--- src/rtl/core/qwst_pkg.sv ---
// ----------------------------------------------------------------------------
// qwst_pkg
// Shared types, constants and the step decode for the wheel speed tracker.
// ----------------------------------------------------------------------------
package qwst_pkg;

    localparam int RING_DEPTH = 16;
    localparam int RING_AW    = (RING_DEPTH > 1) ? $clog2(RING_DEPTH) : 1;
    localparam int FILL_W     = $clog2(RING_DEPTH + 1);
    localparam int LAG_W      = 4;
    localparam int CMP_W      = (FILL_W > LAG_W) ? FILL_W : LAG_W;
    localparam int IDX_W      = RING_AW + 2;
    localparam int MS_PER_S   = 1000;
    localparam int PROD_W     = 42;
    localparam int CNT_W      = $clog2(PROD_W + 1);
    localparam int CFG_IDX_W  = 2;
    localparam int CFG_DATA_W = 16;
    localparam logic [30:0] SPEED_MAX = 31'h7FFF_FFFF;

    localparam logic [CFG_IDX_W-1:0] CFG_MIN_INTERVAL = 2'd0;
    localparam logic [CFG_IDX_W-1:0] CFG_MAX_INTERVAL = 2'd1;
    localparam logic [CFG_IDX_W-1:0] CFG_SPEED_LAG    = 2'd2;

    localparam logic [15:0] MIN_INTERVAL_RST = 16'd50;
    localparam logic [15:0] MAX_INTERVAL_RST = 16'd500;
    localparam logic [LAG_W-1:0] SPEED_LAG_RST = 4'd4;

    localparam logic [1:0] PIN_MASK_A = 2'h1;
    localparam logic [1:0] PIN_MASK_B = 2'h2;

    typedef enum logic [1:0] {
        FUNC_EDGE    = 2'd0,
        FUNC_TIMEOUT = 2'd1,
        FUNC_CLEAR   = 2'd2,
        FUNC_UNUSED  = 2'd3
    } t_func;

    typedef enum logic [1:0] {
        DIR_NONE = 2'd0,
        DIR_FWD  = 2'd1,
        DIR_BWD  = 2'd2,
        DIR_BAD  = 2'd3
    } t_dir;

    typedef enum logic [2:0] {
        S_IDLE,
        S_UPDATE,
        S_READ,
        S_LOAD,
        S_DIV_START,
        S_DIV_WAIT,
        S_DONE
    } t_state;

    typedef struct packed {
        logic              start;
        logic [PROD_W-1:0] dividend;
        logic [31:0]       divisor;
    } t_div_req;

    function automatic t_dir step_decode(input logic [1:0] old_pins,
                                         input logic [1:0] new_pins);
        t_dir d;
        unique case ({old_pins, new_pins})
            4'b0000, 4'b0101, 4'b1010, 4'b1111: d = DIR_NONE;
            4'b0001, 4'b0111, 4'b1000, 4'b1110: d = DIR_FWD;
            4'b0010, 4'b0100, 4'b1011, 4'b1101: d = DIR_BWD;
            default:                            d = DIR_BAD;
        endcase
        return d;
    endfunction

endpackage

--- src/rtl/core/qwst_if.sv ---
// ----------------------------------------------------------------------------
// qwst_if
// Valid/ready channels for edge items and speed reports.
// ----------------------------------------------------------------------------
interface qwst_in_if;
    logic        valid;
    logic        ready;
    logic [1:0]  func;
    logic        sensor_sel;
    logic        pin_level;
    logic [31:0] now_ms;

    modport source (output valid, func, sensor_sel, pin_level, now_ms, input ready);
    modport sink   (input valid, func, sensor_sel, pin_level, now_ms, output ready);
endinterface

interface qwst_out_if;
    logic        valid;
    logic        ready;
    logic [31:0] sample_time;
    logic [30:0] speed;
    logic [1:0]  direction;
    logic [31:0] count_at_dir_change;
    logic [31:0] pulse_total;

    modport source (output valid, sample_time, speed, direction, count_at_dir_change,
                    pulse_total, input ready);
    modport sink   (input valid, sample_time, speed, direction, count_at_dir_change,
                    pulse_total, output ready);
endinterface

--- src/rtl/core/qwst_div.sv ---
// ----------------------------------------------------------------------------
// qwst_div
// Restoring divider, one quotient bit per cycle.
// ----------------------------------------------------------------------------
module qwst_div
    import qwst_pkg::*;
(
    input  logic              i_clk,
    input  logic              i_rst_n,
    input  t_div_req          i_req,
    output logic              o_done,
    output logic [PROD_W-1:0] o_quotient
);

    logic [31:0]       r_rem;
    logic [PROD_W-1:0] r_quo;
    logic [31:0]       r_dvs;
    logic [CNT_W-1:0]  r_cnt;
    logic              r_busy;
    logic              r_done;

    logic [32:0] rem_sh;
    logic [32:0] rem_sub;
    logic        fits;

    assign rem_sh  = {r_rem, r_quo[PROD_W-1]};
    assign fits    = rem_sh >= {1'b0, r_dvs};
    assign rem_sub = rem_sh - {1'b0, r_dvs};

    always_ff @(posedge i_clk) begin
        if (!i_rst_n) begin
            r_busy <= 1'b0;
            r_done <= 1'b0;
            r_cnt  <= '0;
        end else begin
            r_done <= 1'b0;
            if (i_req.start) begin
                r_busy <= 1'b1;
                r_cnt  <= CNT_W'(PROD_W);
            end else if (r_busy) begin
                r_cnt <= r_cnt - 1'b1;
                if (r_cnt == CNT_W'(1)) begin
                    r_busy <= 1'b0;
                    r_done <= 1'b1;
                end
            end
        end
    end

    always_ff @(posedge i_clk) begin
        if (i_req.start) begin
            r_rem <= '0;
            r_quo <= i_req.dividend;
            r_dvs <= i_req.divisor;
        end else if (r_busy) begin
            // shift in next dividend bit, subtract when it fits
            r_rem <= fits ? rem_sub[31:0] : rem_sh[31:0];
            r_quo <= {r_quo[PROD_W-2:0], fits};
        end
    end

    assign o_done     = r_done;
    assign o_quotient = r_quo;

endmodule

--- src/rtl/core/quadrature_wheel_speed_tracker_core.sv ---
// ----------------------------------------------------------------------------
// quadrature_wheel_speed_tracker_core
// Quadrature step decode, pulse counting, history ring and speed reports.
// ----------------------------------------------------------------------------
// Sequence: an item without report passes through accept and update. A report
//   with a speed computation runs update, ring read, 1000x product, then the
//   serial divider, then the output load.
// Throughput: one transaction at a time; the divider loop and output back-pressure set the rate.
// Reset: synchronous active-low i_rst_n clears counts, direction, ring
//   pointers and report times and loads configuration defaults. The ring
//   memory is not cleared: only entries within the fill count are read.
module quadrature_wheel_speed_tracker_core
    import qwst_pkg::*;
(
    input  logic                 i_clk,
    input  logic                 i_rst_n,
    input  logic                 i_cfg_we,
    input  logic [CFG_IDX_W-1:0] i_cfg_idx,
    input  logic [CFG_DATA_W-1:0] i_cfg_data,
    qwst_in_if.sink              i_in,
    qwst_out_if.source           o_out
);

    // configuration
    logic [15:0]      r_min_int;
    logic [15:0]      r_max_int;
    logic [LAG_W-1:0] r_lag;

    // captured transaction
    t_func       r_func;
    logic        r_sel;
    logic        r_level;
    logic [31:0] r_now;

    // tracker state
    logic [1:0]         r_pin;
    logic [31:0]        r_pulses;
    logic [31:0]        r_dcc;
    t_dir               r_dir;
    logic [RING_AW-1:0] r_head;
    logic [FILL_W-1:0]  r_fill;
    logic [31:0]        r_last_rep;
    logic [31:0]        r_last_sample;

    // speed path
    logic [RING_AW-1:0] r_rd_addr;
    logic [63:0]        r_rd_data;
    logic [PROD_W-1:0]  r_prod;
    logic [31:0]        r_dm;
    logic [30:0]        r_speed;

    // output register
    logic        r_out_valid;
    logic [31:0] r_o_time;
    logic [30:0] r_o_speed;
    logic [1:0]  r_o_dir;
    logic [31:0] r_o_dcc;
    logic [31:0] r_o_pulses;

    t_state r_state, n_state;

    // history ring: {time, pulse count}
    logic [63:0] r_mem [RING_DEPTH];

    logic               mem_we;
    logic [RING_AW-1:0] mem_waddr;

    // update step, combinational from the captured transaction
    logic [1:0]         n_pin;
    t_dir               step_dir;
    logic               dir_chg;
    logic [31:0]        n_pulses;
    logic [31:0]        n_dcc;
    t_dir               n_dir;
    logic [RING_AW-1:0] head_base;
    logic [FILL_W-1:0]  fill_base;
    logic [RING_AW-1:0] n_head;
    logic [FILL_W-1:0]  n_fill;
    logic               report;
    logic               need_speed;
    logic [31:0]        elapsed;
    logic [CMP_W-1:0]   lag_eff;
    logic [IDX_W-1:0]   idx_tmp;
    logic [RING_AW-1:0] n_rd_addr;

    logic [31:0] dp;
    logic [31:0] dm;

    t_div_req          div_req;
    logic              div_done;
    logic [PROD_W-1:0] div_quo;

    assign i_in.ready = (r_state == S_IDLE);
    assign elapsed    = r_now - r_last_rep;

    always_comb begin
        n_pin     = r_pin;
        step_dir  = DIR_NONE;
        dir_chg   = 1'b0;
        n_pulses  = r_pulses;
        n_dcc     = r_dcc;
        n_dir     = r_dir;
        head_base = r_head;
        fill_base = r_fill;
        mem_we    = 1'b0;
        report    = 1'b0;
        unique case (r_func)
            FUNC_EDGE: begin
                n_pin    = r_level ? (r_pin | (r_sel ? PIN_MASK_B : PIN_MASK_A))
                                   : (r_pin & ~(r_sel ? PIN_MASK_B : PIN_MASK_A));
                step_dir = step_decode(r_pin, n_pin);
                n_pulses = r_pulses + 32'd1;
                dir_chg  = ((step_dir == DIR_FWD) || (step_dir == DIR_BWD))
                           && (r_dir != step_dir);
                if (dir_chg) begin
                    // new direction: restart the history
                    head_base = '0;
                    fill_base = '0;
                    n_dcc     = n_pulses;
                    n_dir     = step_dir;
                end
                mem_we = 1'b1;
                report = elapsed >= {16'd0, r_min_int};
            end
            FUNC_TIMEOUT: begin
                report = elapsed >= {16'd0, r_max_int};
                // repeat the newest entry at the new time
                mem_we = report && (r_fill != '0);
            end
            FUNC_CLEAR: begin
                n_pulses  = '0;
                n_dcc     = '0;
                n_dir     = DIR_NONE;
                head_base = '0;
                fill_base = '0;
            end
            default: ;
        endcase
        mem_waddr = head_base;
        if (mem_we) begin
            n_head = (head_base == RING_AW'(RING_DEPTH - 1)) ? '0 : head_base + 1'b1;
            n_fill = (fill_base == FILL_W'(RING_DEPTH)) ? fill_base : fill_base + 1'b1;
        end else begin
            n_head = head_base;
            n_fill = fill_base;
        end
        // clamp lag to the fill and locate the older entry
        if (CMP_W'(r_lag) > CMP_W'(n_fill - 1'b1)) begin
            lag_eff = CMP_W'(n_fill - 1'b1);
        end else begin
            lag_eff = CMP_W'(r_lag);
        end
        need_speed = (n_fill >= FILL_W'(2)) && (lag_eff != '0);
        idx_tmp = IDX_W'(n_head) + IDX_W'(RING_DEPTH - 1) - IDX_W'(lag_eff);
        if (idx_tmp >= IDX_W'(RING_DEPTH)) begin
            idx_tmp = idx_tmp - IDX_W'(RING_DEPTH);
        end
        n_rd_addr = idx_tmp[RING_AW-1:0];
    end

    assign dp = r_pulses - r_rd_data[31:0];
    assign dm = r_now - r_rd_data[63:32];

    // sequencer
    always_ff @(posedge i_clk) begin
        if (!i_rst_n) begin
            r_state <= S_IDLE;
        end else begin
            r_state <= n_state;
        end
    end

    always_comb begin
        n_state          = r_state;
        div_req.start    = 1'b0;
        div_req.dividend = r_prod;
        div_req.divisor  = r_dm;
        unique case (r_state)
            S_IDLE: begin
                if (i_in.valid) begin
                    n_state = S_UPDATE;
                end
            end
            S_UPDATE: begin
                if (!report) begin
                    n_state = S_IDLE;
                end else if (need_speed) begin
                    n_state = S_READ;
                end else begin
                    n_state = S_DONE;
                end
            end
            S_READ: n_state = S_LOAD;
            S_LOAD: begin
                n_state = ((dp == '0) || (dm == '0)) ? S_DONE : S_DIV_START;
            end
            S_DIV_START: begin
                div_req.start = 1'b1;
                n_state       = S_DIV_WAIT;
            end
            S_DIV_WAIT: begin
                if (div_done) begin
                    n_state = S_DONE;
                end
            end
            S_DONE: begin
                if (!r_out_valid || o_out.ready) begin
                    n_state = S_IDLE;
                end
            end
            default: n_state = S_IDLE;
        endcase
    end

    // configuration writes
    always_ff @(posedge i_clk) begin
        if (!i_rst_n) begin
            r_min_int <= MIN_INTERVAL_RST;
            r_max_int <= MAX_INTERVAL_RST;
            r_lag     <= SPEED_LAG_RST;
        end else if (i_cfg_we) begin
            unique case (i_cfg_idx)
                CFG_MIN_INTERVAL: r_min_int <= i_cfg_data;
                CFG_MAX_INTERVAL: r_max_int <= i_cfg_data;
                CFG_SPEED_LAG:    r_lag     <= i_cfg_data[LAG_W-1:0];
                default: ;
            endcase
        end
    end

    // capture the accepted transaction
    always_ff @(posedge i_clk) begin
        if (i_in.valid && i_in.ready) begin
            r_func  <= t_func'(i_in.func);
            r_sel   <= i_in.sensor_sel;
            r_level <= i_in.pin_level;
            r_now   <= i_in.now_ms;
        end
    end

    // tracker state update
    always_ff @(posedge i_clk) begin
        if (!i_rst_n) begin
            r_pin         <= '0;
            r_pulses      <= '0;
            r_dcc         <= '0;
            r_dir         <= DIR_NONE;
            r_head        <= '0;
            r_fill        <= '0;
            r_last_rep    <= '0;
            r_last_sample <= '0;
        end else if (r_state == S_UPDATE) begin
            r_pin    <= n_pin;
            r_pulses <= n_pulses;
            r_dcc    <= n_dcc;
            r_dir    <= n_dir;
            r_head   <= n_head;
            r_fill   <= n_fill;
            if (report) begin
                r_last_rep <= r_now;
                if (n_fill != '0) begin
                    r_last_sample <= r_now;
                end
            end
        end
    end

    // ring memory: write on update, registered read
    always_ff @(posedge i_clk) begin
        if ((r_state == S_UPDATE) && mem_we) begin
            r_mem[mem_waddr] <= {r_now, n_pulses};
        end
        if (r_state == S_READ) begin
            r_rd_data <= r_mem[r_rd_addr];
        end
    end

    // speed datapath
    always_ff @(posedge i_clk) begin
        if (r_state == S_UPDATE) begin
            r_rd_addr <= n_rd_addr;
            r_speed   <= '0;
        end
        if (r_state == S_LOAD) begin
            r_prod <= PROD_W'(dp) * PROD_W'(MS_PER_S);
            r_dm   <= dm;
        end
        if ((r_state == S_DIV_WAIT) && div_done) begin
            r_speed <= (div_quo > PROD_W'(SPEED_MAX)) ? SPEED_MAX : div_quo[30:0];
        end
    end

    qwst_div u_div (
        .i_clk      (i_clk),
        .i_rst_n    (i_rst_n),
        .i_req      (div_req),
        .o_done     (div_done),
        .o_quotient (div_quo)
    );

    // output register: load when free or being drained
    always_ff @(posedge i_clk) begin
        if (!i_rst_n) begin
            r_out_valid <= 1'b0;
        end else if ((r_state == S_DONE) && (!r_out_valid || o_out.ready)) begin
            r_out_valid <= 1'b1;
        end else if (o_out.ready) begin
            r_out_valid <= 1'b0;
        end
    end

    always_ff @(posedge i_clk) begin
        if ((r_state == S_DONE) && (!r_out_valid || o_out.ready)) begin
            r_o_time   <= r_last_sample;
            r_o_speed  <= r_speed;
            r_o_dir    <= r_dir;
            r_o_dcc    <= r_dcc;
            r_o_pulses <= r_pulses;
        end
    end

    assign o_out.valid               = r_out_valid;
    assign o_out.sample_time         = r_o_time;
    assign o_out.speed               = r_o_speed;
    assign o_out.direction           = r_o_dir;
    assign o_out.count_at_dir_change = r_o_dcc;
    assign o_out.pulse_total         = r_o_pulses;

endmodule

--- src/flat_wrapper.sv ---
// flat-port wrapper written by rule: the top's interface ports become plain ports
module quadrature_wheel_speed_tracker_core_flat import qwst_pkg::*;
  (i_clk, i_rst_n, i_cfg_we, i_cfg_idx, i_cfg_data, i_in_valid, i_in_func, i_in_sensor_sel, i_in_pin_level, i_in_now_ms, i_in_ready, o_out_valid, o_out_sample_time, o_out_speed, o_out_direction, o_out_count_at_dir_change, o_out_pulse_total, o_out_ready);
  qwst_in_if i_in_i ();
  qwst_out_if o_out_i ();
  input  logic i_clk;
  input  logic i_rst_n;
  input  logic i_cfg_we;
  input  logic [CFG_IDX_W-1:0] i_cfg_idx;
  input  logic [CFG_DATA_W-1:0] i_cfg_data;
  input wire logic [$bits(i_in_i.valid)-1:0] i_in_valid;
  input wire logic [$bits(i_in_i.func)-1:0] i_in_func;
  input wire logic [$bits(i_in_i.sensor_sel)-1:0] i_in_sensor_sel;
  input wire logic [$bits(i_in_i.pin_level)-1:0] i_in_pin_level;
  input wire logic [$bits(i_in_i.now_ms)-1:0] i_in_now_ms;
  output wire logic [$bits(i_in_i.ready)-1:0] i_in_ready;
  output wire logic [$bits(o_out_i.valid)-1:0] o_out_valid;
  output wire logic [$bits(o_out_i.sample_time)-1:0] o_out_sample_time;
  output wire logic [$bits(o_out_i.speed)-1:0] o_out_speed;
  output wire logic [$bits(o_out_i.direction)-1:0] o_out_direction;
  output wire logic [$bits(o_out_i.count_at_dir_change)-1:0] o_out_count_at_dir_change;
  output wire logic [$bits(o_out_i.pulse_total)-1:0] o_out_pulse_total;
  input wire logic [$bits(o_out_i.ready)-1:0] o_out_ready;
  assign i_in_i.valid = i_in_valid;
  assign i_in_i.func = i_in_func;
  assign i_in_i.sensor_sel = i_in_sensor_sel;
  assign i_in_i.pin_level = i_in_pin_level;
  assign i_in_i.now_ms = i_in_now_ms;
  assign i_in_ready = i_in_i.ready;
  assign o_out_valid = o_out_i.valid;
  assign o_out_sample_time = o_out_i.sample_time;
  assign o_out_speed = o_out_i.speed;
  assign o_out_direction = o_out_i.direction;
  assign o_out_count_at_dir_change = o_out_i.count_at_dir_change;
  assign o_out_pulse_total = o_out_i.pulse_total;
  assign o_out_i.ready = o_out_ready;
  quadrature_wheel_speed_tracker_core u_core (.i_clk(i_clk), .i_rst_n(i_rst_n), .i_cfg_we(i_cfg_we), .i_cfg_idx(i_cfg_idx), .i_cfg_data(i_cfg_data), .i_in(i_in_i), .o_out(o_out_i));
endmodule
--- config.mk ---
export PLATFORM = sky130hd
export DESIGN_NAME = quadrature_wheel_speed_tracker_core_flat
export DESIGN_NICKNAME = d
export VERILOG_FILES = /design/src/rtl/core/qwst_pkg.sv /design/src/rtl/core/qwst_if.sv /design/src/rtl/core/qwst_div.sv /design/src/rtl/core/quadrature_wheel_speed_tracker_core.sv /design/src/flat_wrapper.sv
export SDC_FILE = /design/constraint.sdc
export NUM_CORES = 2
export LEC_CHECK = 0
export BUFFER_PORTS_ARGS = -buffer_cell sky130_fd_sc_hd__buf_4
export CAP_MARGIN = 30
export CORE_MARGIN = 10
export CORE_UTILIZATION = 25
export CTS_CLUSTER_SIZE = 28
export DETAILED_ROUTE_END_ITERATION = 10
export PLACE_DENSITY = 0.45
export SLEW_MARGIN = 0
export SYNTH_ARGS = -nofsm -noshare
export SYNTH_HDL_FRONTEND = slang
export SYNTH_SLANG_ARGS = --single-unit
--- constraint.sdc ---
create_clock -name i_clk -period 14.8 [get_ports i_clk]
set_clock_uncertainty 0.1 [all_clocks]
set_input_delay 2.22 -clock i_clk [delete_from_list [all_inputs] [get_ports i_clk]]
set_output_delay 2.22 -clock i_clk [all_outputs]
set_load 0.005 [all_outputs]
# == After elaboration in Yosys (flattened, before gate mapping) ==
# Memories as Yosys holds them, arrays and structs flattened. A register that Yosys moved wholly into a read port is not among the register bits.
# Cells that the tools add are included.
# totals
register_bits,566
latchBits,0
ramBits,1024
rom_bits,32
inputBits,59
out_inout_bits,131
n_memories,2
# classes
n_addsub,12
n_mul,1
n_div,0
order_cmp,7
eq_ne,20
n_shift,0
mux,44
bitwise_logic,5
reduce_logical,33
# memory_table
name,words,word_bits,read_ports,rd_ports_with_merged_regs,wr,line,rtl
u_core.r_mem,16,64,1,1,1,quadrature_wheel_speed_tracker_core.sv:63,logic [63:0] r_mem [RING_DEPTH];
(name not given),16,2,1,0,0,qwst_pkg.sv:64,"unique case ({old_pins, new_pins})"
# op_table
operator,n
case mux 32 bit (2 select lines),2
subtractor 32 bit,4
two-way mux 31 bit,3
two-way mux 42 bit,2
>= comparator 32 x 16 -> 1 bit,2
zero test 32 bit,2
two-way mux 32 bit,2
"greater-than comparator 42 x 31 -> 1 bit, second input constant",1
"multiplier 32 x 7 -> 39 bit, second input constant",1
>= comparator 33 x 32 -> 1 bit,1
"adder 32 x 1 -> 32 bit, second input constant",1
case mux 3 bit (7 select lines),1
two-way mux 5 bit,4
two-way mux 4 bit,4
two-way mux 3 bit,5
nonzero test 5 bit,3
two-way mux 6 bit,2
two-way mux 2 bit,5
case mux 5 bit (2 select lines),1
AND reduction 2 bit,5
"equality test 3 bit, second input constant",3
two-way mux 1 bit,9
AND reduction 3 bit,3
case mux 4 bit (2 select lines),1
34 further kinds,55

# == Logic depth before layout (Yosys ltp) ==
# An unclocked memory read counts as a cell.
# depth
word_depth,22
mapped_depth,39
depth_no_buf,38

# == By module ==
# From an unflattened synthesis, not the netlist that was laid out.
# hier_totals
hier_cells,4868
area_unflattened_um2,75173.3
# modules_own_cells
mod,instances,cells_per_inst,area_per_inst_um2,seq_area_each_um2
quadrature_wheel_speed_tracker_core,1,4262,68730.9,44432.6
qwst_div,1,606,6442.4,3022.9

# == Worst setup path after synthesis ==
# Ideal clock, no wire load.
# synth_path
path_type,reg-to-reg
startpoint,register u_core.r_now[2]
endpoint,memory u_core.r_mem[11][0] (enable)
setup_ns,0.565
t_arrival_ns,8.179
t_required_ns,14.135
slack_ns,5.956
stages_incl_launch_ff,22
n_path_buf,1
synth_period_minus_slack_ns,8.844
cell_sequence,edfxtp_1 -> ha_1 -> o211ai_1 -> a21oi_1 -> o31a_2 -> a21o_1 -> nand3_1 -> nand2_1 -> a21oi_1 -> xnor2_1 -> ha_1 -> nand4_1 -> nor3_1 -> a21boi_0 -> o21a_1 -> o211a_1 -> or4b_1 -> buf_2 -> nand2_4 -> nor2_1 -> nand2_1 -> nor3_1
# synth_between
elab_chain_cells,7
# synth_lines
element,line,rtl
from (decl),quadrature_wheel_speed_tracker_core.sv:33,logic [31:0] r_now;
from (signal assigned),quadrature_wheel_speed_tracker_core.sv:237,r_now <= i_in.now_ms;
subtractor 32 bit,quadrature_wheel_speed_tracker_core.sv:94,assign elapsed = r_now - r_last_rep;
>= comparator 32 x 16 -> 1 bit,quadrature_wheel_speed_tracker_core.sv:126,"report = elapsed >= {16'd0, r_max_int};"
logical AND 1 bit,quadrature_wheel_speed_tracker_core.sv:128,mem_we = report && (r_fill != '0);
case mux 1 bit (2 select lines),quadrature_wheel_speed_tracker_core.sv:107,unique case (r_func)
logical AND 1 bit,quadrature_wheel_speed_tracker_core.sv:270,if ((r_state == S_UPDATE) && mem_we) begin
two-way mux 1 bit,quadrature_wheel_speed_tracker_core.sv:270,
two-way mux 1 bit (implied by the code),quadrature_wheel_speed_tracker_core.sv:271,"r_mem[mem_waddr] <= {r_now, n_pulses};"
to (decl),quadrature_wheel_speed_tracker_core.sv:63,
# Every way passes these cells.

# == Worst setup path in the final report ==
# layout_path
startpoint,register u_core.r_pulses[0]
endpoint,register u_core.r_prod[41] (data pin)
# layout_between
elab_chain_cells,2
# layout_lines
element,line,rtl
from (decl),quadrature_wheel_speed_tracker_core.sv:37,logic [31:0] r_pulses;
from (signal assigned),quadrature_wheel_speed_tracker_core.sv:254,r_pulses <= n_pulses;
subtractor 32 bit,quadrature_wheel_speed_tracker_core.sv:161,assign dp = r_pulses - r_rd_data[31:0];
multiplier 32 x 7 -> 39 bit,quadrature_wheel_speed_tracker_core.sv:285,r_prod <= PROD_W'(dp) * PROD_W'(MS_PER_S);
to (signal assigned),quadrature_wheel_speed_tracker_core.sv:285,
to (decl),quadrature_wheel_speed_tracker_core.sv:48,logic [PROD_W-1:0] r_prod;
# Every way passes these cells.
# A chain may end at the register's enable or synchronous reset.

==> out/metrics.cfg <==
[run_status]
status=finished clean

[grt]
grt_start_max_net_pins=84
overflow=0
track_usage=0.1271
antenna_found_initial=14
grt_pass1_wl_mm=307.8
first_global_vias=43570

[worst_setup_path]
worst-path-buf-inv=3
worstPathMaxFanout=8
cp_top_family=compound AO/OA/AOI/OAI gates
worstSetupPathType=register to register
crit_path_top_delay_cell=o311ai_0
end_kind=register
path_common_cell=a21o_1
cp.arrival_ps=9240
critical_path.max_stage_delay_ps=600
worstSetupStartpointType=register
cp.required_ps=15250

[placed_design]
io_buffers=189
dp.final_hpwl_mm=134.7
dp.cells=8947
globalplace.congestion=0.8117

[yosys]
netlist.area_leader.share=0.5768
synth_area_sq_um=74600
yosys.area.top_type=edfxtp_1
synth-adder-area-share=0.07947
ys_top_cells_by_area=edfxtp_1 (58%), mux4_2 (9.7%), dfxtp_1 (5.9%)
synth_edf_count=1433
synthTopCellsByCount=edfxtp_1 (1433), nand2_1 (374), inv_1 (323)
synth_cell_types=83
yosys_warnings=0
synth_cells=4873
synthMuxAreaShare=0.1089
async_flop_share=0
synth.most_common_cell=edfxtp_1
synthSimpleGateAreaFrac=0.06395
synth_compound_area_frac=0.06347
synth_top_family_by_area=multiplexers
ys_ff_latch=1654
synthFlopType=edfxtp_1
syn_nets=5332
synth_seq_area_share=0.6362
syn_area_per_cell_sq_um=15.31
synth-xor-area-share=0.02160

[drt]
dr.pass1.iters=6
detail-route-antenna-nets=0
drt-total-wl_mm=210.0
wire_per_inst_microns=22.57
drtIter0Drc=3129
vias_per_cell=4.520
num_vias=42050
drc=0

[clock_tree]
cts_sinks=1654
cts_buffers=190
clkTransAtPathRegs_ps=60
clock-root-buffer=clkbuf_16
post_cts_resize_count=0
cts_tree=built
cts_hold_buf=0
clock_latency_ps=880
cts_setup_buffers=0
htreeDepth=4
clockBufferDepth=4

[power_and_ir_drop]
p_int_mw=9.258
p_seq_frac=0.416
pwr-share-clk=0.364
ir_worst_vdd_mv=0.09510
swShare=0.2821
p_switching_mw=3.638
power_density_nw_per_um2=146.8
combPwrFrac=0.221
p_leak_nw=30.68

[layout]
drive_gt1_frac=0.1869
finalNonFillerCells=9304
area_growth_pct=17.74
nets=5663

[die]
start_util=0.2511
core_area_sq_um=297000
io_pins=190
dieHeight_microns=566.3
die_w_microns=566.3
rows=200
die-area_sq_um=320600

[sta]
setup_tns_ps=0
hold_violations=0
post-route-period-util=0.5939
setup_violations=0
worstMarginPinSlew_ps=1033
relSlewSlack=0.3066
slew_violations=0
period_needed_ps=8790
rsz0062_at_grt=false
max_freq_mhz=113.8

[hold_path]
min_path_type=register to register

[run]
maxCapViolations=0

[path summary, 6_finish.rpt]
check,startpoint,endpoint,slack [ps],depth (start not counted)
min reg2reg,u_core.r_dm[10],u_core.u_div.r_dvs[10],310,0
max reg2reg,u_core.r_pulses[0],u_core.r_prod[41],6010,32
min,u_core.r_dm[10],u_core.u_div.r_dvs[10],310,0
max,u_core.r_pulses[0],u_core.r_prod[41],6010,32
[kinds of logic after synthesis]
| group | Yosys count |
|---|---|
| AOI/OAI and AO/OA | 714 |
| DFF | 1654 |
| xor gates and xnor gates | 184 |
| buffers and inverters | 515 |
| adders and majority gates | 400 |
| muxes | 410 |
| and+or+nand+nor | 996 |
[through the flow]
step             util  setup WS [ps]  cell area, sq um  power, mW  hold WS (ps)
5_1_grt        0.2957           5201             87820      13.62         324.0
4_1_cts        0.2955           5944             87780      13.09         316.3
3_3_place_gp   0.2738           5912             81320      8.310         302.6
3_5_place_dp   0.2747           5974             81600      8.335         304.5
6_report       0.2957           6010             87830      12.90         314.7
2_1_floorplan       -           5956             74600      7.578         300.3
[area by class of cell]
type	instances	area (sq um)
antenna	4	10.01
tap	3939	4928
clock inverter	102	1080
multi-input combinational	2704	25410
inverter	323	1214
timing repair buffer	331	2636
fill	29660	209200
clock buffer	247	5100
sequential	1654	47460
[state kept, by name, indices dropped and copies added (netlist names), 5 cells and up]
signal	cells
u_core.r_mem	1024
u_core.r_rd_data	64
u_core.u_div.o_quotient	42
u_core.r_prod	39
u_core.o_out.count_at_dir_change	32
u_core.o_out.pulse_total	32
u_core.o_out.sample_time	32
u_core.r_dcc	32
u_core.r_dm	32
u_core.r_last_rep	32
u_core.r_last_sample	32
u_core.r_now	32
u_core.r_pulses	32
u_core.u_div.r_dvs	32
u_core.u_div.r_rem	32
u_core.o_out.speed	31
u_core.r_speed	31
u_core.r_max_int	16
u_core.r_min_int	16
u_core.u_div.r_cnt	6
u_core.r_fill	5
[layout by cell type (no fill, tap or decap), types with 15 or more instances in the layout]
cell,synthesis,layout
clkinv_1,0,36
clkbuf_16,0,191
nand2_1,374,373
clkbuf_1,147,45
a21boi_0,58,58
and3_1,31,31
a31oi_1,23,23
nand3_1,55,55
xnor2_1,114,114
nor3_1,53,47
dfxtp_1,221,220
fa_1,123,123
nand2b_1,44,43
o21ai_0,136,124
bufinv_16,0,18
edfxtp_1,1433,1433
o21a_1,51,51
buf_4,0,318
ha_1,277,277
inv_1,323,321
o21bai_1,18,18
xor2_1,70,70
o211ai_1,16,16
a21o_1,73,73
a21oi_1,168,168
nor2_4,0,16
and2_1,21,20
a22oi_1,37,37
nor2b_1,123,123
clkinv_2,0,24
nor4_1,15,15
mux2i_1,85,85
a211oi_1,36,36
nand4_1,25,25
o21ai_1,5,17
mux4_2,320,320
nor2_1,188,171
[routing by layer]
metal,routed length (microns),track usage
met1,96670,0.1770
met2,97610,0.2060
met3,9991,0.02013
met4,5702,0.03356
met5,35,0
[power groups by stage]
| stage | combinational, mW | sequential [mW] | clock, mW |
|---|---|---|---|
| final | 2.85 | 5.36 | 4.69 |
| after global routing | 3.23 | 5.37 | 5.02 |
| after CTS | 2.89 | 5.36 | 4.84 |
| after detailed placement | 2.88 | 5.46 | 0 |
| after global placement | 2.85 | 5.46 | 0 |
| after floorplan | 2.14 | 5.44 | 0 |
No activity file was read; power rests on OpenSTA's default activity.
